`src/rtl/lz77d_pkg.sv`:
```
`timescale 1ns / 1ps
// Package for the LZ77 type 0x10 decompressor core.
// Shared types, command format and codes. No dependencies.
package lz77d_pkg;

    localparam logic [7:0] HDR_MAGIC       = 8'h10;
    localparam logic [3:0] TOKENS_PER_FLAG = 4'd8;
    localparam logic [4:0] MIN_MATCH       = 5'd3;

    localparam logic [1:0] ST_OK      = 2'd0;
    localparam logic [1:0] ST_BAD_HDR = 2'd1;
    localparam logic [1:0] ST_BAD_REF = 2'd2;

    typedef enum logic [2:0] {
        PH_HEADER,
        PH_SIZE0,
        PH_SIZE1,
        PH_SIZE2,
        PH_TOKEN,
        PH_REF2,
        PH_DONE,
        PH_HALT
    } phase_t;

    typedef enum logic [1:0] {
        CMD_LIT,
        CMD_COPY,
        CMD_STAT
    } cmd_kind_t;

    typedef enum logic [1:0] {
        BK_IDLE,
        BK_EMIT,
        BK_READ,
        BK_DATA
    } back_state_t;

    // One command per input byte that produces results.
    typedef struct packed {
        cmd_kind_t   kind;
        logic [7:0]  data;      // literal byte
        logic [4:0]  count;     // bytes to copy, already clipped to the declared size
        logic [11:0] copy_dist; // copy distance modulo the ring size
        logic        done;      // last result of this command completes the stream
        logic [1:0]  status;
    } cmd_t;

endpackage

```
`src/rtl/lz77d_front.sv`:
```
`timescale 1ns / 1ps
// Stream parser: header, size, flag bytes and tokens; issues one command per
// result-producing beat. Depends on lz77d_pkg.
module lz77d_front (
    input  logic             clk,
    input  logic             rst_n,
    input  logic             in_valid,
    input  logic [7:0]       data_byte,
    input  logic             stream_start,
    input  logic             q_full,
    output logic             in_stall,
    output logic             push,
    output lz77d_pkg::cmd_t  cmd
);
    import lz77d_pkg::*;

    phase_t      phase_reg, phase_next;
    logic [23:0] size_reg, size_next;
    logic [23:0] prod_reg, prod_next;
    logic [7:0]  flags_reg, flags_next;
    logic [3:0]  tok_reg, tok_next;
    logic [7:0]  refhi_reg, refhi_next;

    phase_t      cur_phase;
    logic [23:0] cur_size;
    logic [23:0] cur_prod;
    logic [7:0]  cur_flags;
    logic [3:0]  cur_tok;
    logic        accept;
    logic [4:0]  ref_len;
    logic [12:0] ref_dist;
    logic [23:0] remaining;
    logic        ref_bad;
    logic        ref_clip;
    logic [4:0]  ref_count;

    assign accept   = in_valid && !q_full;
    assign in_stall = q_full;

    // stream_start restarts the parser on this very beat
    assign cur_phase = stream_start ? PH_HEADER : phase_reg;
    assign cur_size  = stream_start ? 24'd0 : size_reg;
    assign cur_prod  = stream_start ? 24'd0 : prod_reg;
    assign cur_flags = stream_start ? 8'd0 : flags_reg;
    assign cur_tok   = stream_start ? TOKENS_PER_FLAG : tok_reg;

    assign ref_len   = {1'b0, refhi_reg[7:4]} + MIN_MATCH;
    assign ref_dist  = {1'b0, refhi_reg[3:0], data_byte} + 13'd1;
    assign remaining = cur_size - cur_prod;
    assign ref_bad   = {11'd0, ref_dist} > cur_prod;
    assign ref_clip  = remaining <= {19'd0, ref_len};
    assign ref_count = ref_clip ? remaining[4:0] : ref_len;

    // next state
    always_comb
    begin
        phase_next = phase_reg;
        size_next  = size_reg;
        prod_next  = prod_reg;
        flags_next = flags_reg;
        tok_next   = tok_reg;
        refhi_next = refhi_reg;
        if (accept)
        begin
            phase_next = cur_phase;
            size_next  = cur_size;
            prod_next  = cur_prod;
            flags_next = cur_flags;
            tok_next   = cur_tok;
            unique case (cur_phase)
                PH_HEADER:
                begin
                    phase_next = (data_byte == HDR_MAGIC) ? PH_SIZE0 : PH_HALT;
                end
                PH_SIZE0:
                begin
                    size_next  = {16'd0, data_byte};
                    phase_next = PH_SIZE1;
                end
                PH_SIZE1:
                begin
                    size_next  = {8'd0, data_byte, cur_size[7:0]};
                    phase_next = PH_SIZE2;
                end
                PH_SIZE2:
                begin
                    size_next  = {data_byte, cur_size[15:0]};
                    tok_next   = TOKENS_PER_FLAG;
                    phase_next = ({data_byte, cur_size[15:0]} == 24'd0) ? PH_DONE : PH_TOKEN;
                end
                PH_TOKEN:
                begin
                    if (cur_tok[3])
                    begin
                        flags_next = data_byte;
                        tok_next   = 4'd0;
                    end
                    else if (cur_flags[7])
                    begin
                        refhi_next = data_byte;
                        phase_next = PH_REF2;
                    end
                    else
                    begin
                        prod_next  = cur_prod + 24'd1;
                        flags_next = {cur_flags[6:0], 1'b0};
                        tok_next   = cur_tok + 4'd1;
                        if (remaining == 24'd1)
                            phase_next = PH_DONE;
                    end
                end
                PH_REF2:
                begin
                    if (ref_bad)
                        phase_next = PH_HALT;
                    else
                    begin
                        prod_next  = cur_prod + {19'd0, ref_count};
                        flags_next = {cur_flags[6:0], 1'b0};
                        tok_next   = cur_tok + 4'd1;
                        phase_next = ref_clip ? PH_DONE : PH_TOKEN;
                    end
                end
                PH_DONE, PH_HALT:
                begin
                    phase_next = cur_phase;
                end
            endcase
        end
    end

    // command outputs
    always_comb
    begin
        push          = 1'b0;
        cmd.kind      = CMD_STAT;
        cmd.data      = data_byte;
        cmd.count     = 5'd1;
        cmd.copy_dist = ref_dist[11:0];
        cmd.done      = 1'b0;
        cmd.status    = ST_OK;
        if (accept)
        begin
            unique case (cur_phase)
                PH_HEADER:
                begin
                    if (data_byte != HDR_MAGIC)
                    begin
                        push       = 1'b1;
                        cmd.status = ST_BAD_HDR;
                    end
                end
                PH_SIZE2:
                begin
                    if ({data_byte, cur_size[15:0]} == 24'd0)
                    begin
                        push     = 1'b1;
                        cmd.done = 1'b1;
                    end
                end
                PH_TOKEN:
                begin
                    if (!cur_tok[3] && !cur_flags[7])
                    begin
                        push     = 1'b1;
                        cmd.kind = CMD_LIT;
                        cmd.done = (remaining == 24'd1);
                    end
                end
                PH_REF2:
                begin
                    push = 1'b1;
                    if (ref_bad)
                        cmd.status = ST_BAD_REF;
                    else
                    begin
                        cmd.kind  = CMD_COPY;
                        cmd.count = ref_count;
                        cmd.done  = ref_clip;
                    end
                end
                PH_SIZE0, PH_SIZE1, PH_DONE, PH_HALT:
                begin
                    push = 1'b0;
                end
            endcase
        end
    end

    always_ff @(posedge clk or negedge rst_n)
    begin
        if (!rst_n)
        begin
            phase_reg <= PH_HEADER;
            size_reg  <= 24'd0;
            prod_reg  <= 24'd0;
            flags_reg <= 8'd0;
            tok_reg   <= TOKENS_PER_FLAG;
            refhi_reg <= 8'd0;
        end
        else
        begin
            phase_reg <= phase_next;
            size_reg  <= size_next;
            prod_reg  <= prod_next;
            flags_reg <= flags_next;
            tok_reg   <= tok_next;
            refhi_reg <= refhi_next;
        end
    end

endmodule

```
`config.mk`:
```
export PLATFORM = sky130hd
export DESIGN_NAME = lz77d_front
export DESIGN_NICKNAME = d
export VERILOG_FILES = /design/src/rtl/lz77d_pkg.sv /design/src/rtl/lz77d_front.sv
export SDC_FILE = /design/constraint.sdc
export NUM_CORES = 1
export LEC_CHECK = 0
export ABC_AREA = 1
export BUFFER_PORTS_ARGS = -buffer_cell sky130_fd_sc_hd__buf_2
export CAP_MARGIN = 20
export CORE_UTILIZATION = 70
export CTS_BUF_LIST = sky130_fd_sc_hd__clkbuf_8
export DETAILED_ROUTE_END_ITERATION = 8
export PLACE_DENSITY_LB_ADDON = 0.3
export SYNTH_ARGS = -nofsm -noshare
export SYNTH_HDL_FRONTEND = slang
export SYNTH_SLANG_ARGS = --single-unit
```
`constraint.sdc`:
```
create_clock -name clk -period 8.2 [get_ports clk]
set_input_delay 0.41 -clock clk [delete_from_list [all_inputs] [get_ports clk]]
set_output_delay 0.41 -clock clk [all_outputs]
set_load 0.01 [all_outputs]
```
==> impl_metrics.env <==
export IMPL_slew_violations=0
export IMPL_dp_hpwl_um=20750
export IMPL_fp_coreArea_mm2=0.01156
export IMPL_hold_viol_final=0
export IMPL_groute_layer_met1_usage=0.5819
export IMPL_clk_pin_slew_ps=90
export IMPL_fp_row_count=39
export IMPL_clock_root_buffer="clkbuf_8"
export IMPL_worst_endpoint_arrival_ps=6070
export IMPL_finalNetCount=1476
export IMPL_post_cts_setup_buffers=0
export IMPL_final_setup_skew_ps=12.62
export IMPL_post_synth_num_cell_types=57
export IMPL_failing_checks="design-rule violations"
export IMPL_grt_met2_usage=0.6808
export IMPL_number_of_detailed_routing_iterations_run_before_antenna_repair=9
export IMPL_timing_fmax_mhz=173.0
export IMPL_timing_critical_path_to_type="flip-flop"
export IMPL_post_drt_wl_per_cell_um=17.52
export IMPL_dr_total_vias=9761
export IMPL_io_pins=45
export IMPL_dieArea_mm2=0.01245
export IMPL_clock_sinks=71
export IMPL_postSynthAreaPerCell_um2=5.991
export IMPL_cts_hold_repair_buffers=0
export IMPL_synth_fp_nets=1459
export IMPL_power_per_cell_area_mw_per_mm2=199.4
export IMPL_synth_area_mm2=0.008406
export IMPL_fp_dieW_um=111.6
export IMPL_cts_buffer_depth=2
export IMPL_grt_pass1_vias=8672
export IMPL_worst_min_path_class="primary input to async pin"
export IMPL_floorplan_die_height_um=111.6
export IMPL_unrepaired_setup_endpoints_after_global_routing="no"
export IMPL_netlist_instances=1403
export IMPL_layout_area_overhead_vs_synth_pct=4.867
export IMPL_power_static_leakage_uw=0.004457
export IMPL_tritoncts="yes"
export IMPL_min_period_over_period=0.7049
export IMPL_buffer_ports_inserted=44
export IMPL_finalWorstPathRequiredPeriod_ps=5780
export IMPL_worst_skew_pair_late_latency_ps=370
export IMPL_finalWeightedCongestion=1.032
export IMPL_crit_path_top_delay_cell="inv_2"
export IMPL_ff2ff_path_depth=29
export IMPL_start_util=0.7268
export IMPL_placed_cells=1552
export IMPL_critical_path_max_stage_delay_ps=570
export IMPL_layout_common_cells="nand2_1, inv_1, nor2_1"
export IMPL_gr_usage_all_layers=0.4452
export IMPL_antenna_violations_before_repair=0
export IMPL_path_max_fanout=35
export IMPL_ys_ff_latch=71
export IMPL_drcViolationCount=2
export IMPL_drv_max_cap_violation_count=0
export IMPL_critical_path_top_cell_by_count="nand2_1"
export IMPL_insertedDiodeCount=0
export IMPL_wire_length_of_the_first_global_routing_pass_um=43350
export IMPL_setup_viol=0
export IMPL_cts_resized=0
export IMPL_globalRouteMet3Util=0.1252
export IMPL_largest_net_degree_at_the_start_of_global_routing=72
export IMPL_antenna_left=0
export IMPL_timing_setup_tns_ps=0
export IMPL_layout_cells_most_common="nand2_1"
export IMPL_vias_per_cell=6.225
export IMPL_synth_warnings=0
export IMPL_grt_busiest_layer="met2"
export IMPL_irDropWorstVdd_mv=0.1466
export IMPL_clock_buffer_count_from_cts=9
export IMPL_startpoint_type="primary input"
export IMPL_drtIter0Drc=1242
export IMPL_critical_path_class="primary input to flip-flop"
export IMPL_slew_headroom=0.3195
export IMPL_globalRoute_totalOverflow=0
export IMPL_tightest_slew_ps=1013
export IMPL_drt_wl_total_um=27480
export IMPL_outcome="finished with violations"
export IMPL_cts_htree_levels=3
export IMPL_synth_seq_area_share=0.2115
export IMPL_layout_drive_gt1_share=0.09474
export IMPL_instances_no_fill=1568
export IMPL_worst_ep_required_time_ps=8490
-- final timing paths --
kind	slack [ps]	end	start
setup / recovery	2420	prod_reg[18]	stream_start
hold / removal	180	prod_reg[17]	rst_n
setup reg to reg	2790	prod_reg[18]	prod_reg[17]
hold reg to reg	500	size_reg[13]	size_reg[13]
max in group asynchronous	7360	size_reg[18]	rst_n
min in group clk	400	size_reg[21]	data_byte[5]
-- metrics by stage --
step	util	total power (µW)	instance area [µm²]	hold slack [ps]	setup slack, ps
floorplan	-	1183	8406	114.4	3191
global placement	0.7451	1409	8617	467.2	2458
detailed placement	0.7451	1426	8617	475.4	2237
CTS	0.7622	1722	8815	209.5	2619
global route	0.7622	1885	8815	253.7	2019
finish	0.7622	1757	8815	184.4	2420
-- area by class of cell --
type,count,area (µm²)
well taps,143,178.9
flip-flops and latches,71,1778
repair buffers,50,267.8
fillers,998,2750
inverters,262,983.4
multi-input cells,1026,5409
clock inverters,7,73.82
clock buffers,9,123.9
-- cell usage after synthesis, drive strengths merged --
| cell type | count | area, µm² |
|---|---|---|
| nand2 | 308 | 1194 |
| inv | 260 | 975.9 |
| nor2 | 200 | 860.8 |
| o21ai | 99 | 503.0 |
| nand3 | 96 | 515.5 |
| a21oi | 85 | 429.2 |
| dfrtp | 70 | 1752 |
| ha | 42 | 525.5 |
| nor3 | 32 | 165.2 |
| nand4 | 26 | 162.7 |
| clkbuf | 25 | 93.84 |
| a22oi | 21 | 157.7 |
| o22ai | 20 | 125.1 |
| buf | 19 | 148.9 |
| xor2 | 15 | 131.4 |
| a31oi | 13 | 81.33 |
| nor4 | 12 | 81.33 |
| o211ai | 12 | 95.09 |
| o21bai | 6 | 45.04 |
| nand3b | 5 | 37.54 |
| xnor2 | 5 | 43.79 |
| a221oi | 3 | 26.28 |
| o221ai | 3 | 26.28 |
| o32ai | 3 | 26.28 |
| or2 | 3 | 18.77 |
| a21boi | 2 | 15.01 |
| a32oi | 2 | 17.52 |
| clkinv | 2 | 7.510 |
| o2111ai | 2 | 17.52 |
| o31ai | 2 | 15.01 |
| a211oi | 1 | 7.510 |
| a21o | 1 | 7.510 |
| a22o | 1 | 8.760 |
| a32o | 1 | 10.01 |
| a41oi | 1 | 8.760 |
| and2 | 1 | 6.260 |
| dfstp | 1 | 26.28 |
| fa | 1 | 20.02 |
| o21a | 1 | 7.510 |
| o41ai | 1 | 8.760 |
-- worst max-delay path, delay by kind of cell --
kind / cells / cell delay, ps
AND/OR/NAND/NOR: 15 / 2010
AO/OA/AOI/OAI: 6 / 1200
buffers and inverters: 5 / 1130
adder cells (fa/ha/maj): 4 / 1050
XOR/XNOR: 1 / 260
-- power breakdown --
part           internal, µW  leakage (µW)  switching [µW]  total (µW)
clock network           140     0.0000875             157         298
logic                   310       0.00351             668         978
registers               420      0.000857            61.6         482
total                   871       0.00446             887        1760
-- cell families (layout without fill, tap and decap cells) --
logic type | after synthesis | after routing | share of synthesized area
compound gates | 280 | 280 | 0.1950
simple gates | 683 | 683 | 0.3619
fa+ha+maj | 43 | 43 | 0.06490
xor+xnor | 20 | 20 | 0.02084
flops | 71 | 71 | 0.2115
buf+inv | 306 | 328 | 0.1459
-- metal layers --
layer,part of all wire,vias up,wire [µm]
li1,-,4623,-
met1,0.39,4348,10680
met2,0.42,670,11600
met3,0.14,120,3857
met4,0.049,0,1342
met5,0,-,0
Note: power is estimated with default switching activity, not from simulation.
