$ cat config.mk
export PLATFORM = sky130hd
export DESIGN_NAME = lz77d_fifo
export DESIGN_NICKNAME = d
export VERILOG_FILES = /design/src/rtl/lz77d_pkg.sv /design/src/rtl/lz77d_fifo.sv
export SDC_FILE = /design/constraint.sdc
export NUM_CORES = 1
export LEC_CHECK = 0
export ABC_CLOCK_PERIOD_IN_PS = 1500
export BUFFER_PORTS_ARGS = -buffer_cell sky130_fd_sc_hd__buf_2
export CORE_MARGIN = 2
export CORE_UTILIZATION = 40
export CTS_CLUSTER_SIZE = 8
export DETAILED_ROUTE_END_ITERATION = 16
export HOLD_SLACK_MARGIN = 0.03
export PLACE_DENSITY_LB_ADDON = 0.1
export SYNTH_ARGS = -nofsm -noshare
export SYNTH_HDL_FRONTEND = slang
export SYNTH_SLANG_ARGS = --single-unit
export TNS_END_PERCENT = 5
$ cat constraint.sdc
create_clock -name clk -period 1.5 [get_ports clk]
set_input_delay 0.15 -clock clk [delete_from_list [all_inputs] [get_ports clk]]
set_output_delay 0.15 -clock clk [all_outputs]
set_load 0.005 [all_outputs]
$ cat src/rtl/lz77d_pkg.sv
`timescale 1ns / 1ps
// Package for the LZ77 type 0x10 decompressor core.
// Shared types, command format and codes. No dependencies.
package lz77d_pkg;

    localparam logic [7:0] HDR_MAGIC       = 8'h10;
    localparam logic [3:0] TOKENS_PER_FLAG = 4'd8;
    localparam logic [4:0] MIN_MATCH       = 5'd3;

    localparam logic [1:0] ST_OK      = 2'd0;
    localparam logic [1:0] ST_BAD_HDR = 2'd1;
    localparam logic [1:0] ST_BAD_REF = 2'd2;

    typedef enum logic [2:0] {
        PH_HEADER,
        PH_SIZE0,
        PH_SIZE1,
        PH_SIZE2,
        PH_TOKEN,
        PH_REF2,
        PH_DONE,
        PH_HALT
    } phase_t;

    typedef enum logic [1:0] {
        CMD_LIT,
        CMD_COPY,
        CMD_STAT
    } cmd_kind_t;

    typedef enum logic [1:0] {
        BK_IDLE,
        BK_EMIT,
        BK_READ,
        BK_DATA
    } back_state_t;

    // One command per input byte that produces results.
    typedef struct packed {
        cmd_kind_t   kind;
        logic [7:0]  data;      // literal byte
        logic [4:0]  count;     // bytes to copy, already clipped to the declared size
        logic [11:0] copy_dist; // copy distance modulo the ring size
        logic        done;      // last result of this command completes the stream
        logic [1:0]  status;
    } cmd_t;

endpackage

$ cat src/rtl/lz77d_fifo.sv
`timescale 1ns / 1ps
// Two-entry command queue between parser and copy engine.
// Depends on lz77d_pkg.
module lz77d_fifo (
    input  logic             clk,
    input  logic             rst_n,
    input  logic             push,
    input  lz77d_pkg::cmd_t  push_cmd,
    input  logic             pop,
    output lz77d_pkg::cmd_t  head,
    output logic             empty,
    output logic             full
);
    import lz77d_pkg::*;

    cmd_t       slot_reg [2];
    logic       wr_ptr_reg, wr_ptr_next;
    logic       rd_ptr_reg, rd_ptr_next;
    logic [1:0] cnt_reg, cnt_next;

    assign empty = (cnt_reg == 2'd0);
    assign full  = (cnt_reg == 2'd2);
    assign head  = slot_reg[rd_ptr_reg];

    always_comb
    begin
        wr_ptr_next = wr_ptr_reg ^ push;
        rd_ptr_next = rd_ptr_reg ^ pop;
        cnt_next    = cnt_reg + {1'b0, push} - {1'b0, pop};
    end

    always_ff @(posedge clk)
    begin
        if (push)
            slot_reg[wr_ptr_reg] <= push_cmd;
    end

    always_ff @(posedge clk or negedge rst_n)
    begin
        if (!rst_n)
        begin
            wr_ptr_reg <= 1'b0;
            rd_ptr_reg <= 1'b0;
            cnt_reg    <= 2'd0;
        end
        else
        begin
            wr_ptr_reg <= wr_ptr_next;
            rd_ptr_reg <= rd_ptr_next;
            cnt_reg    <= cnt_next;
        end
    end

    a_no_overflow: assert property (@(posedge clk) disable iff (!rst_n)
        full |-> !push)
        else $error("command pushed into a full queue");

    a_no_underflow: assert property (@(posedge clk) disable iff (!rst_n)
        empty |-> !pop)
        else $error("command popped from an empty queue");

    a_count_range: assert property (@(posedge clk) disable iff (!rst_n)
        cnt_reg != 2'd3)
        else $error("queue count out of range");

endmodule

==> flow_summary.toml, run 1 <==
[sta]
whs_ps = 120.7
slew_viol_final = 0
min_period_over_period = 1.032
setup_viol = 27
hold_viol_final = 0
finalWorstSetupSlack_ps = -47.33
fin_worst_skew_ps = 3.589
finalCriticalPeriod_ps = 1547
fmax_mhz = 646.3
tightest_slew_ps = 147.5
max_slew_margin = 0.9013
rsz0062_at_grt = "true"

[clock_tree]
postCtsSetupBuffers = 0
cts_max_level = 3
tritoncts = "yes"
insertion_delay_ps = 320
clk_pin_slew_ps = 60
cts_buffers = 9
clockBufferDepth = 2
cts-root-buf = "clkbuf_8"
clkSinkCount = 64

[job]
cap_violations = 0

[layout]
area.sequential_um2 = 1903
nNetsFinal = 259
stdcell_area_um2 = 3432
drive_gt1_frac = 0.5156
largest_reg_flops = 60
multi_input_area_um2 = 455.4
insertedDiodeCount = 0
n_fill_cell = 466
area_growth_pct = 44.14

[power_and_ir_drop]
leakage_nw = 1.375
pwr_density_cell_nw_per_um2 = 1684
fin_total_pwr_mw = 5.778
peakVddDrop_mv = 1.337

[die]
io-pin-count = 66
die_h_um = 81.15
initial_utilization = 0.4070
rows = 28
die_w_um = 81.15
core_um2 = 5851
die_area_um2 = 6585

[setup_path]
crit_path_max_fanout = 18
cp_slowest_cell = "dfrtp_2"
worst_ep_arrival_time_ps = 1400
worstRegToRegCells = 5
cpPeakStageDelay_ps = 420
worst_ep_required_time_ps = 1350
worstPathCellList = "buf_12, mux2_2, buf_2"
critical_path_class = "flip-flop to output port"
crit_family = "flip-flops"
crit_path_end_kind = "output port"
start_kind = "flip-flop"
crit_cells = 3
crit_buf_inv = 2

[route]
wirelength_um = 4274
first_pass_iters = 4
viasPerCell = 4.517
vias = 1355
drt_iter0_drc = 48
ant_nets = 0
route.detailed.drc = 0
post_drt_wl_per_cell_um = 14.25

[logic_synthesis]
ys_warn_count = 0
ys_seq_area_frac = 0.7987
ys_types = 10
synth_nets = 147
syn_inst = 109
syn_area_per_cell_um2 = 21.84
syn_area_um2 = 2381
synth_seq_cells = 64

[place]
portBuffers = 65
gp_congestion = 0.6077
post-place-ws_ps = 238.3
post-dp-hpwl_um = 2658
placed_cell_area_um2 = 2851

[outcome]
violations = "negative setup slack"
status = "finished with violations"

[hold_path]
worstHoldPathType = "primary input to flip-flop"
hold_path_depth = 2

[grt]
overflow = 0
grt_antenna_before_repair = 0
grt_max_degree = 23
grt_pass1_wl_um = 6327
grt_pass1_vias = 1414
grtUsageTotal = 0.1376
## cells by family (layout without fill, tap and decap cells)
logic type,count (synthesis),in the layout,synth area share
flops,64,64,0.7987
mux,30,30,0.1419
buf+inv,7,123,0.02049
fa+ha+maj,4,4,0.02102
xor+xnor,2,2,0.01366
simple gates,2,2,0.004204
## worst register-to-register path: stages, from the launching register on
cell     delay (ps)
dfrtp_1         370
inv_1            50
ha_1            260
inv_1            60
ha_1            140
xor3_1          220
## power breakdown
part | internal, mW | total, mW | switching, mW
Clock | 0.913 | 1.50 | 0.583
Sequential | 2.38 | 2.50 | 0.120
Combinational | 1.04 | 1.78 | 0.741
## cell type report
type / count / share of cell area
inverter: 4 / 0.004375
multi-input combinational: 38 / 0.1327
clock inverter: 5 / 0.02114
timing repair buffer: 104 / 0.2227
clock buffer: 10 / 0.03719
tap: 75 / 0.02734
sequential: 64 / 0.5545
## path summary, 6_finish.rpt
check	start	endpoint	slack, ps
max	rd_ptr_reg$_DFF_PN0_	head[25]	-50
min	push	cnt_reg[0]$_DFF_PN0_	120
max reg2reg	cnt_reg[0]$_DFF_PN0_	cnt_reg[1]$_DFF_PN0_	270
min reg2reg	wr_ptr_reg$_DFF_PN0_	wr_ptr_reg$_DFF_PN0_	630
max in group asynchronous	rst_n	rd_ptr_reg$_DFF_PN0_	1200
min in group asynchronous	rst_n	cnt_reg[0]$_DFF_PN0_	160
## stage by stage
step,util,TNS (ps),std cells
6_report,0.5866,-852.8,300
3_5_place_dp,0.4874,0,252
4_1_cts,0.5825,-2228,300
5_1_grt,0.5866,-2452,300
2_1_floorplan,-,-221.5,109
3_3_place_gp,0.4874,0,252
## cell usage in the layout, fill, tap and decap left out, types with 2 or more instances in the layout
cell           instances
buf_2                 61
edfxtp_1              60
dlygate4sd3_1         32
mux2_2                24
clkbuf_8               9
mux2_4                 6
buf_6                  5
inv_1                  4
ha_1                   3
buf_4                  3
dfrtp_1                3
buf_12                 3
clkinv_1               2
bufinv_16              2
## layer usage
layer | up-vias | wire [um] | global-route usage
met5 | - | 0 | 0
met2 | 38 | 2229 | 0.2314
li1 | 643 | - | -
met4 | 0 | 79 | 0.08814
met1 | 665 | 1767 | 0.1549
met3 | 9 | 198 | 0.03667
## cells in the mapped netlist (all sizes together)
master,number,area share
edfxtp,60,0.76
mux2,30,0.14
dfrtp,4,0.042
ha,4,0.021
inv,4,0.0063
buf,3,0.014
nor2,1,0.0016
nor2b,1,0.0026
xor2,1,0.0037
xor3,1,0.010
## repair_timing
action	in CTS	in global routing
endpoints found under the hold margin	65	0
gates resized for setup	8	5
setup endpoints to repair	30	30
pin swaps	0	0
hold buffers	32	0
gates cloned	1	0
Note: power is estimated with default switching activity, not from simulation.
==> inputs of run 2 (changes only) <==
--- a/config.mk
+++ b/config.mk
@@ -5,6 +5,7 @@
 export SDC_FILE = /design/constraint.sdc
 export NUM_CORES = 1
 export LEC_CHECK = 0
+export ABC_AREA = 1
 export ABC_CLOCK_PERIOD_IN_PS = 1500
 export BUFFER_PORTS_ARGS = -buffer_cell sky130_fd_sc_hd__buf_2
 export CORE_MARGIN = 2
==> run 2 against run 1 <==
Compared with the run above:
- die area is 7.4% higher
- largest power group unchanged
- the flow now finishes without violations
- clock power is 11% lower
- combinational power is 13% higher
==> flow_summary.toml, run 2 <==
[grt]
grt_max_degree = 24
grt_pass1_vias = 1593
overflow = 0
grt_antenna_before_repair = 0
grt_pass1_wl_um = 7293
grtUsageTotal = 0.1356

[setup_path]
crit_path_end_kind = "output port"
cp_slowest_cell = "dfrtp_4"
worstPathCellList = "buf_12, o21ai_2, buf_2"
start_kind = "flip-flop"
worst_ep_required_time_ps = 1350
r2r_slack_ps = 270
worst_ep_arrival_time_ps = 1300
crit_path_max_fanout = 23
critical_path_class = "flip-flop to output port"
cpPeakStageDelay_ps = 530

[layout]
final_common_cell = "buf_2"
final_cell_mix = "buf_2 (65), edfxtp_1 (60), inv_1 (37)"
finalCoreUtilization = 0.5631
insertedDiodeCount = 0
largest_reg_flops = 60
drive_gt1_frac = 0.4000
area_growth_pct = 37.74
stdcell_area_um2 = 3535
nNetsFinal = 329

[logic_synthesis]
syn_inst = 181
synth_nets = 219
synthFlopType = "edfxtp_1"
synth_compound_area_frac = 0.09361
async_flop_share = 0.06250
synth_most_common_cell = "edfxtp_1"
synthMuxAreaShare = 0
syn_area_um2 = 2566
ys_types = 12
ys_warn_count = 0
synth_xor_area_frac = 0.003413
synth_seq_cells = 64
synth_top_cell_by_area = "edfxtp_1"
synth_edf_count = 60
synthAdderAreaFrac = 0.01950
ys_seq_area_frac = 0.7411
synth_top_cell_area_share = 0.7021
synth_top_family_by_area = "compound AO/OA/AOI/OAI gates"
ys_top_cells_by_area = "edfxtp_1 (70%), o21ai_2 (8.2%), inv_1 (5.4%), nand2_1 (5.1%), dfrtp_1 (3.9%)"
syn_area_per_cell_um2 = 14.18
synthSimpleGateAreaFrac = 0.05607
synth_common_cells = "edfxtp_1 (60), inv_1 (37), nand2_1 (35)"

[sta]
finalCriticalPeriod_ps = 1450
fin_worst_skew_ps = 3.791
tightest_slew_ps = 224.3
max_slew_margin = 0.8505
slew_viol_final = 0
fmax_mhz = 689.4
rsz0062_at_grt = "true"
hold_viol_final = 0
min_period_over_period = 0.9670
setup_viol = 0
whs_ps = 109.3

[die]
die_w_um = 84.10
die_h_um = 84.10
io-pin-count = 66
rows = 29
initial_utilization = 0.4088
core_um2 = 6277
die_area_um2 = 7072

[power_and_ir_drop]
peakVddDrop_mv = 0.9404
leakage_nw = 1.547
pwr_density_cell_nw_per_um2 = 1660

[route]
vias = 1614
viasPerCell = 4.339
ant_nets = 0
post_drt_wl_per_cell_um = 12.01
drt_iter0_drc = 84
wirelength_um = 4466
route.detailed.drc = 0
first_pass_iters = 4

[clock_tree]
cts-root-buf = "clkbuf_8"
clkSinkCount = 64
clockBufferDepth = 2
cts_max_level = 3
clk_pin_slew_ps = 70
insertion_delay_ps = 320
cts_buffers = 9
tritoncts = "yes"

[place]
placed_cell_area_um2 = 2999
gp_congestion = 0.6829
post-dp-hpwl_um = 2917
portBuffers = 65

[hold_path]
worstHoldPathType = "primary input to flip-flop"

[job]
cap_violations = 0

[outcome]
status = "completed"
[run 2: cell count changes after synthesis]
cell	before	now
inv_1	4	37
nand2_1	0	35
nand3_1	0	1
nor2_1	1	2
o21ai_2	0	24
buf_6	3	6
xor3_1	1	0
buf_8	0	1
o21ai_1	0	6
nor2b_1	1	0
mux2_2	30	0
[run 2: worst max-delay path: cells and delay by family, from the launching register on]
kind | cells | cell delay (ps)
buffers and inverters | 2 | 300
DFF | 1 | 530
AOI/OAI and AO/OA | 1 | 140
[run 2: per-stage QoR]
stage | setup WS (ps) | std cells | TNS (ps) | total power, mW
finish | 49.51 | 372 | 0 | 5.867
floorplan | -7.385 | 181 | -221.5 | 3.771
global route | -37.26 | 372 | -118.3 | 6.275
detailed placement | 270.8 | 323 | 0 | 4.449
global placement | 279.2 | 323 | 0 | 4.416
CTS | 12.66 | 372 | 0 | 5.916
[run 2: final timing paths]
| path | start | to | depth (start not counted) |
|---|---|---|---|
| setup / recovery | rd_ptr_reg$_DFF_PN0_ | head[18] | 3 |
| hold / removal | push | cnt_reg[0]$_DFF_PN0_ | 2 |
| setup reg to reg | wr_ptr_reg$_DFF_PN0_ | slot_reg[0][7]$_DFFE_PP_ | 3 |
| hold reg to reg | cnt_reg[1]$_DFF_PN0_ | cnt_reg[1]$_DFF_PN0_ | 3 |
| max in group asynchronous | rst_n | rd_ptr_reg$_DFF_PN0_ | 2 |
| min in group asynchronous | rst_n | cnt_reg[0]$_DFF_PN0_ | 2 |
[run 2: power by group]
| group | switching [mW] | internal (mW) |
|---|---|---|
| clock network | 0.608 | 0.735 |
| logic | 1.07 | 0.938 |
| registers | 0.130 | 2.39 |
| total | 1.81 | 4.06 |
[run 2: logic make-up (layout without fill, tap and decap cells)]
kind of cell / after synthesis / after routing
simple gates: 38 / 38
buf+inv: 44 / 158
fa+ha+maj: 4 / 4
xor+xnor: 1 / 1
compound gates: 30 / 30
flops: 64 / 64
[run 2: area by class of cell]
cell class | count | area, um2
multi-input combinational | 73 | 464.2
tap | 77 | 96.34
sequential | 64 | 1906
clock buffer | 9 | 123.9
clock inverter | 6 | 51.30
fill | 540 | 2743
timing repair buffer | 106 | 754.5
inverter | 37 | 138.9
[run 2: per-layer routing]
layer	share of wire	wire length, um	global-route usage
met5	0	0	0
met2	0.51	2288	0.2258
met4	0.0090	40	0.03959
met1	0.42	1892	0.1636
met3	0.055	244	0.05242
[run 2: repair_timing]
action	in CTS	in global routing
resized for setup	1	7
hold endpoints to repair	65	0
hold buffers	32	0
setup buffers	2	0
setup endpoints to repair	25	9
pin swaps	0	2
==> inputs of run 3 (changes only) <==
--- a/config.mk
+++ b/config.mk
@@ -8,8 +8,11 @@
 export ABC_AREA = 1
 export ABC_CLOCK_PERIOD_IN_PS = 1500
 export BUFFER_PORTS_ARGS = -buffer_cell sky130_fd_sc_hd__buf_2
+export CELL_PAD_IN_SITES_DETAIL_PLACEMENT = 0
+export CELL_PAD_IN_SITES_GLOBAL_PLACEMENT = 1
 export CORE_MARGIN = 2
-export CORE_UTILIZATION = 40
+export CORE_UTILIZATION = 38
+export CTS_BUF_LIST = sky130_fd_sc_hd__clkbuf_8 sky130_fd_sc_hd__clkbuf_16
 export CTS_CLUSTER_SIZE = 8
 export DETAILED_ROUTE_END_ITERATION = 16
 export HOLD_SLACK_MARGIN = 0.03
==> run 3 against run 2 <==
Compared with the run above:
- clock skew shrank 0.55 ps
- first-iteration DRC count shrank 69%
- setup slack gained 21 ps
- flip-flop and latch count is the same
- wire length shrank 4.9%
- combinational power shrank 7%
- clock power is essentially flat
- core utilization shrank 2.1 points
- final cell count shrank 0.54%
- via count shrank 2.5%
==> flow_summary.toml, run 3 (synthesized netlist as in run 2, its figures left out) <==
[sta]
slew_viol_final = 0
tightest_slew_ps = 238.1
hold_viol_final = 0
fin_worst_skew_ps = 3.240
fmax_mhz = 699.5
rsz0062_at_grt = "true"
setup_viol = 0
min_period_over_period = 0.9531
max_slew_margin = 0.8412
finalCriticalPeriod_ps = 1430

[setup_path]
crit_buf_inv = 2
crit_path_end_kind = "output port"
crit_family = "flip-flops"
start_kind = "flip-flop"
crit_path_max_fanout = 46
worst_ep_arrival_time_ps = 1280
cp_slowest_cell = "dfrtp_2"
r2r-start = "wr_ptr_reg$_DFF_PN0_"
startpoint = "rd_ptr_reg$_DFF_PN0_"
worstPathCellList = "buf_12, nand2_1, o21ai_2, buf_2"
cpPeakStageDelay_ps = 380
critical_path_class = "flip-flop to output port"
worst_ep_required_time_ps = 1350

[die]
io-pin-count = 66
die_area_um2 = 7426
core_um2 = 6422
die_h_um = 86.18
initial_utilization = 0.3996
die_w_um = 86.18
rows = 29

[route]
route.detailed.drc = 0
wirelength_um = 4247
ant_nets = 0
drt_iter0_drc = 26
viasPerCell = 4.251
post_drt_wl_per_cell_um = 11.48
first_pass_iters = 4
vias = 1573

[layout]
largest_reg_flops = 60
stdcell_area_um2 = 3478
insertedDiodeCount = 0
area_growth_pct = 35.54
final_common_cell = "buf_2"
nNetsFinal = 326
drive_gt1_frac = 0.3720
finalCoreUtilization = 0.5416
final_cell_mix = "buf_2 (65), edfxtp_1 (60), inv_1 (39)"
n_fill_cell = 567

[job]
cap_violations = 0

[grt]
grt_pass1_wl_um = 6610
grt_pass1_vias = 1431
grt_max_degree = 47
grtUsageTotal = 0.1221
grt_antenna_before_repair = 0
overflow = 0

[clock_tree]
tritoncts = "yes"
clockBufferDepth = 2
postCtsSetupBuffers = 0
insertion_delay_ps = 330
cts_buffers = 9
cts_max_level = 3
clkSinkCount = 64
clk_pin_slew_ps = 60
cts-root-buf = "clkbuf_8"

[hold_path]
hp-start = "push"
worstHoldPathType = "primary input to flip-flop"

[outcome]
status = "completed"

[place]
post-dp-hpwl_um = 2776
gp_congestion = 0.6629
portBuffers = 65
placed_cell_area_um2 = 2979

[power_and_ir_drop]
pwr_density_cell_nw_per_um2 = 1633
peakVddDrop_mv = 0.6973
leakage_nw = 1.531
==> run 3: cell count changes in the layout (fill, tap and decap cells not counted), sizes merged <==
| cell | before | now |
|---|---|---|
| inv | 37 | 39 |
| clkinv | 5 | 4 |
| buf | 74 | 71 |
==> run 3: metal layers <==
| metal | track usage | wire, um | up-vias |
|---|---|---|---|
| met4 | 0.07244 | 110 | 0 |
| met2 | 0.1825 | 2009 | 46 |
| met1 | 0.1563 | 1900 | 699 |
| met3 | 0.03905 | 227 | 10 |
| met5 | 0 | 0 | - |
| li1 | - | - | 818 |
==> run 3: what timing repair did <==
| action | in CTS | in global routing |
|---|---|---|
| setup endpoints to repair | 0 | 8 |
| hold buffers | 32 | 0 |
| resized for setup | 0 | 0 |
| hold endpoints to repair | 65 | 0 |
==> run 3: area by class of cell <==
type,count,area [um2],share of cell area
sequential,64,1903,0.5471
timing repair buffer,103,715.7,0.2058
multi-input combinational,73,445.4,0.1281
inverter,37,138.9,0.03993
clock buffer,9,123.9,0.03561
tap,77,96.34,0.02770
clock inverter,7,55.05,0.01583
==> run 3: worst paths after layout <==
kind                                             end  slack [ps]  cells past startpoint
hold reg to reg                 cnt_reg[1]$_DFF_PN0_         590                      3
max in group asynchronous       rd_ptr_reg$_DFF_PN0_        1220                      2
hold / removal                  cnt_reg[0]$_DFF_PN0_         110                      2
setup reg to reg           slot_reg[0][18]$_DFFE_PP_         330                      3
setup / recovery                            head[10]          70                      4
min in group asynchronous       cnt_reg[0]$_DFF_PN0_         150                      2
==> run 3: stage by stage <==
| stage | hold WS [ps] | instances | setup WS [ps] | TNS, ps | power [mW] |
|---|---|---|---|---|---|
| after CTS | 95.49 | 370 | 34.40 | 0 | 5.807 |
| after global routing | 107.6 | 370 | -40.74 | -165.3 | 6.091 |
| after global placement | -40.44 | 322 | 339.0 | 0 | 4.364 |
| final | 106.3 | 370 | 70.36 | 0 | 5.681 |
| after detailed placement | -40.82 | 322 | 324.4 | 0 | 4.390 |
| after floorplan | -145.6 | 181 | -7.385 | -221.5 | 3.771 |
==> run 3: where the power goes <==
part / internal (mW) / leakage (nW) / total, mW / switching, mW
Clock: 0.737 / 0.100 / 1.33 / 0.591
Sequential: 2.38 / 0.609 / 2.48 / 0.100
Combinational: 0.825 / 0.821 / 1.87 / 1.05
